<file path="config.mk">
export PLATFORM = sky130hd
export DESIGN_NAME = esdt_ram
export DESIGN_NICKNAME = d
export VERILOG_FILES = /design/src/esdt_ram.sv
export SDC_FILE = /design/constraint.sdc
export NUM_CORES = 2
export LEC_CHECK = 0
export BUFFER_PORTS_ARGS = -buffer_cell sky130_fd_sc_hd__buf_4
export CORE_MARGIN = 2
export CORE_UTILIZATION = 65
export DETAILED_ROUTE_END_ITERATION = 8
export PLACE_DENSITY = 0.86
export SETUP_SLACK_MARGIN = 0.1
export SLEW_MARGIN = 20
export SYNTH_ARGS = -nofsm -noshare
export SYNTH_HDL_FRONTEND = slang
export SYNTH_SLANG_ARGS = --single-unit
</file>
<file path="constraint.sdc">
create_clock -name clk_i -period 7.15 [get_ports clk_i]
set_input_delay 1.43 -clock clk_i [delete_from_list [all_inputs] [get_ports clk_i]]
set_output_delay 1.43 -clock clk_i [all_outputs]
set_load 0.005 [all_outputs]
</file>
<file path="src/esdt_ram.sv">
`timescale 1ns / 1ps
`default_nettype none
module esdt_ram #(
  parameter int unsigned Width = 32,
  parameter int unsigned Depth = 64
) (
  input  wire logic                     clk_i,
  input  wire logic                     we_i,
  input  wire logic [$clog2(Depth)-1:0] waddr_i,
  input  wire logic [Width-1:0]         wdata_i,
  input  wire logic [$clog2(Depth)-1:0] raddr_i,
  output logic      [Width-1:0]         rdata_o
);
  logic [Width-1:0] mem_q [Depth];

  always_ff @(posedge clk_i) begin
    if (we_i) begin
      mem_q[waddr_i] <= wdata_i;
    end
    rdata_o <= mem_q[raddr_i];
  end
endmodule
`default_nettype wire

</file>
==> results_dict.tcl <==
set metrics [dict create \
    status "complete, no violations" \
    cts_num_sinks 2080 \
    fin_skew_ns 0.0397 \
    synthXorXnorAreaFrac_pct 0 \
    rsz0062_at_grt "no" \
    irDropWorstVdd_v 0.000339 \
    post_cts_resized 0 \
    area_delta_synth_final_pct 12.0 \
    dpl_cell_area_mm2 0.0817 \
    hold_class "reg2reg" \
    reg2reg_to "rdata_o[18]" \
    syn_nets 3370 \
    root_buffer "clkbuf_16" \
    r2r_start "mem_q[10][18]" \
    p_sw_share_pct 21.4 \
    grt_overflow 0 \
    io-pin-count 78 \
    p_int_uw 19900 \
    rrSetupSlack_ns 4.51 \
    most-common-layout-cells "2,048 x edfxtp_1, 544 x mux4_2, 192 x clkbuf_16, 175 x buf_4, 93 x mux2i_1" \
    power_density_mw_per_mm2 288 \
    finalSetupTns_ns 0 \
    synthTopCellsByArea "edfxtp_1 78%, mux4_2 16%, mux2i_1 1.2%" \
    p_clk_share_pct 41.3 \
    power_uw 25300 \
    critPathKind "in2reg" \
    synth.top_cell.area_share_pct 78.3 \
    seqPwrFrac_pct 53.7 \
    ys_seq_area_share_pct 79.1 \
    drv_cap 0 \
    comb_power_share_pct 5.0 \
    place_ws_ns 2.25 \
    relSlewSlack_pct 19.7 \
    dieHeight_um 352 \
    final_nets 3563 \
    switchingPower_uw 5420 \
    synth_adder_area_share_pct 0 \
    hold_viol_final 0 \
    use_met2_pct 60.2 \
    finalMaxSlewViolations 0 \
    min_to "rdata_o[17]" \
    top_usage_layer "met2" \
    cts-hold-fix-buffers 0 \
    worst_pin_slew_ns 1.20 \
    grt_util_met1_pct 48.5 \
    seqCellArea_mm2 0.0621 \
    vias 40800 \
    min_path_cells 4 \
    layout_min_cycle_time_ns 4.38 \
    hpwlAfterDp_mm 109 \
    coreArea_mm2 0.120 \
    drt_wl_total_mm 232 \
    drtIter0Drc 8111 \
    layout-drive-gt1-share_pct 29.3 \
    cts_max_level 4 \
    yosys_register_bits 2080 \
    worst_r2r_path_depth 4 \
    crit_path_start_kind "input port" \
    grt_max_degree 142 \
    wl_per_cell_um 43.7 \
    critPathArrivalTime_ns 5.00 \
    clkSlewWorstSetupHoldPaths_ns 0.06 \
    post_cts_buffers 0 \
    clockBufferDepth 3 \
    synth_top_family_by_area "multiplexers" \
    synth_compound_area_share_pct 1.67 \
    gr-usage-all-layers_pct 38.4 \
    gp_congestion 0.832 \
    worst_hold_slack_ns 0.760 \
    synth-simple-area-share_pct 1.27 \
    muxShareOfSynthArea_pct 16.8 \
    min_from "mem_q[12][17]" \
    use_met3_pct 10.9 \
    synth_area_mm2 0.0785 \
    yosysTopAreaCell "edfxtp_1" \
    syn_area_per_cell_um2 23.6 \
    setup_violations 0 \
    layout.cells.most_common "edfxtp_1" \
    first_global_vias 41800 \
    antenna_found_initial 20 \
    cts_tree "yes" \
    cellLeakagePower_uw 0.0274 \
    yosysWarnings 0 \
    required_ns 7.77 \
    final_area_mm2 0.0880 \
    first_pass_iters 5 \
    path_max_fanout 78 \
    portBuffers 77 \
    num_rows 127 \
    syn_inst 3324 \
    grt_pass1_wl_mm 321 \
    die_w_um 352 \
    end_kind "flip-flop" \
    synth_cell_type_count 34 \
    clk_latency_ns 0.82 \
    drc 0 \
    fin_ws_ns 2.77 \
    start_util_pct 65.5 \
    nFillCells 5927 \
    die_area_mm2 0.124 \
    drt-vias-per-instance 7.69 \
    cts_inserted_buffers 186 \
    route.antenna.remaining_nets 0 \
    finalCritPeriodShare_pct 61.3 \
    max_freq_mhz 228 \
    multiInputGateArea_mm2 0.0160 \
]
power by group through the flow:
stage | clock network (uW) | logic (uW) | registers, uW
after floorplan | 0 | 656 | 13800
after global placement | 0 | 1140 | 13800
after detailed placement | 0 | 1190 | 13800
after CTS | 10500 | 1240 | 13600
after global routing | 10800 | 1300 | 13600
final | 10400 | 1270 | 13600
synthesized netlist by cell type:
cell type	number
a41o_1	4
nor2b_1	15
a21oi_1	62
and2_1	2
nand4_1	2
nand3_1	5
a31oi_1	1
mux4_2	544
buf_6	5
edfxtp_1	2048
or3b_1	2
or2_1	1
nand4b_1	1
and3_1	4
dfxtp_1	32
nor3_1	7
a22oi_1	12
nand2_1	26
buf_4	25
or3_1	3
or2_2	1
nand2b_1	8
clkbuf_1	74
or2_0	1
nand3b_1	5
o221ai_1	27
buf_1	21
or3b_2	3
mux2i_1	93
o32ai_1	4
o22ai_1	84
a311oi_1	8
nor2_1	137
buf_2	57
worst max-delay path by stage:
| stage | start | endpoint | slack, ns |
|---|---|---|---|
| 4_1_cts | raddr_i[1] | rdata_o[27] | 2.97 |
| 5_1_grt | raddr_i[1] | rdata_o[27] | 2.73 |
| 6_report | raddr_i[1] | rdata_o[29] | 2.77 |
| 2_1_floorplan | waddr_i[3] | mem_q[48][0] | 2.56 |
| 3_5_place_dp | raddr_i[1] | rdata_o[27] | 2.25 |
| 3_3_place_gp | raddr_i[1] | rdata_o[27] | 2.32 |
layer usage:
layer / vias to the layer above / share of wire [%] / wire length [um]
met5: - / 0.057 / 131
met4: 22 / 7.3 / 16800
met3: 1051 / 15 / 34400
met2: 4385 / 48 / 111000
met1: 20700 / 30 / 69100
li1: 14600 / - / -
final cells by class:
type | count | area share (%)
antenna | 11 | 0.0313
clock buffer | 251 | 5.88
clock inverter | 94 | 1.23
multi-input combinational | 1062 | 18.2
sequential | 2080 | 70.6
tap | 1612 | 2.29
timing repair buffer | 187 | 1.75
critical path, cell delays in order:
cell,delay (ns)
buf_8,0.60
buf_4,0.68
buf_4,0.52
mux4_2,0.40
o22ai_1,0.19
nor2_1,0.09
a21oi_1,0.88
nor2_1,0.13
cell families (layout without fill, tap and decap cells):
logic type,count (synthesis),count (layout)
DFF,2080,2080
muxes,637,637
and+or+nand+nor,223,223
AOI/OAI and AO/OA,202,202
buffers and inverters,182,532
other,0,11
through the flow:
step | util, % | cells
4_1_cts | 73.4 | 5286
2_1_floorplan | - | 3324
5_1_grt | 73.4 | 5288
6_report | 73.4 | 5297
3_3_place_gp | 68.2 | 4941
3_5_place_dp | 68.2 | 4941
registers in the layout, summed over array words and instances, names as in the netlist:
signal and cells:
mem_q 2048, rdata_o 32
Power figures use the tool's default switching activity.
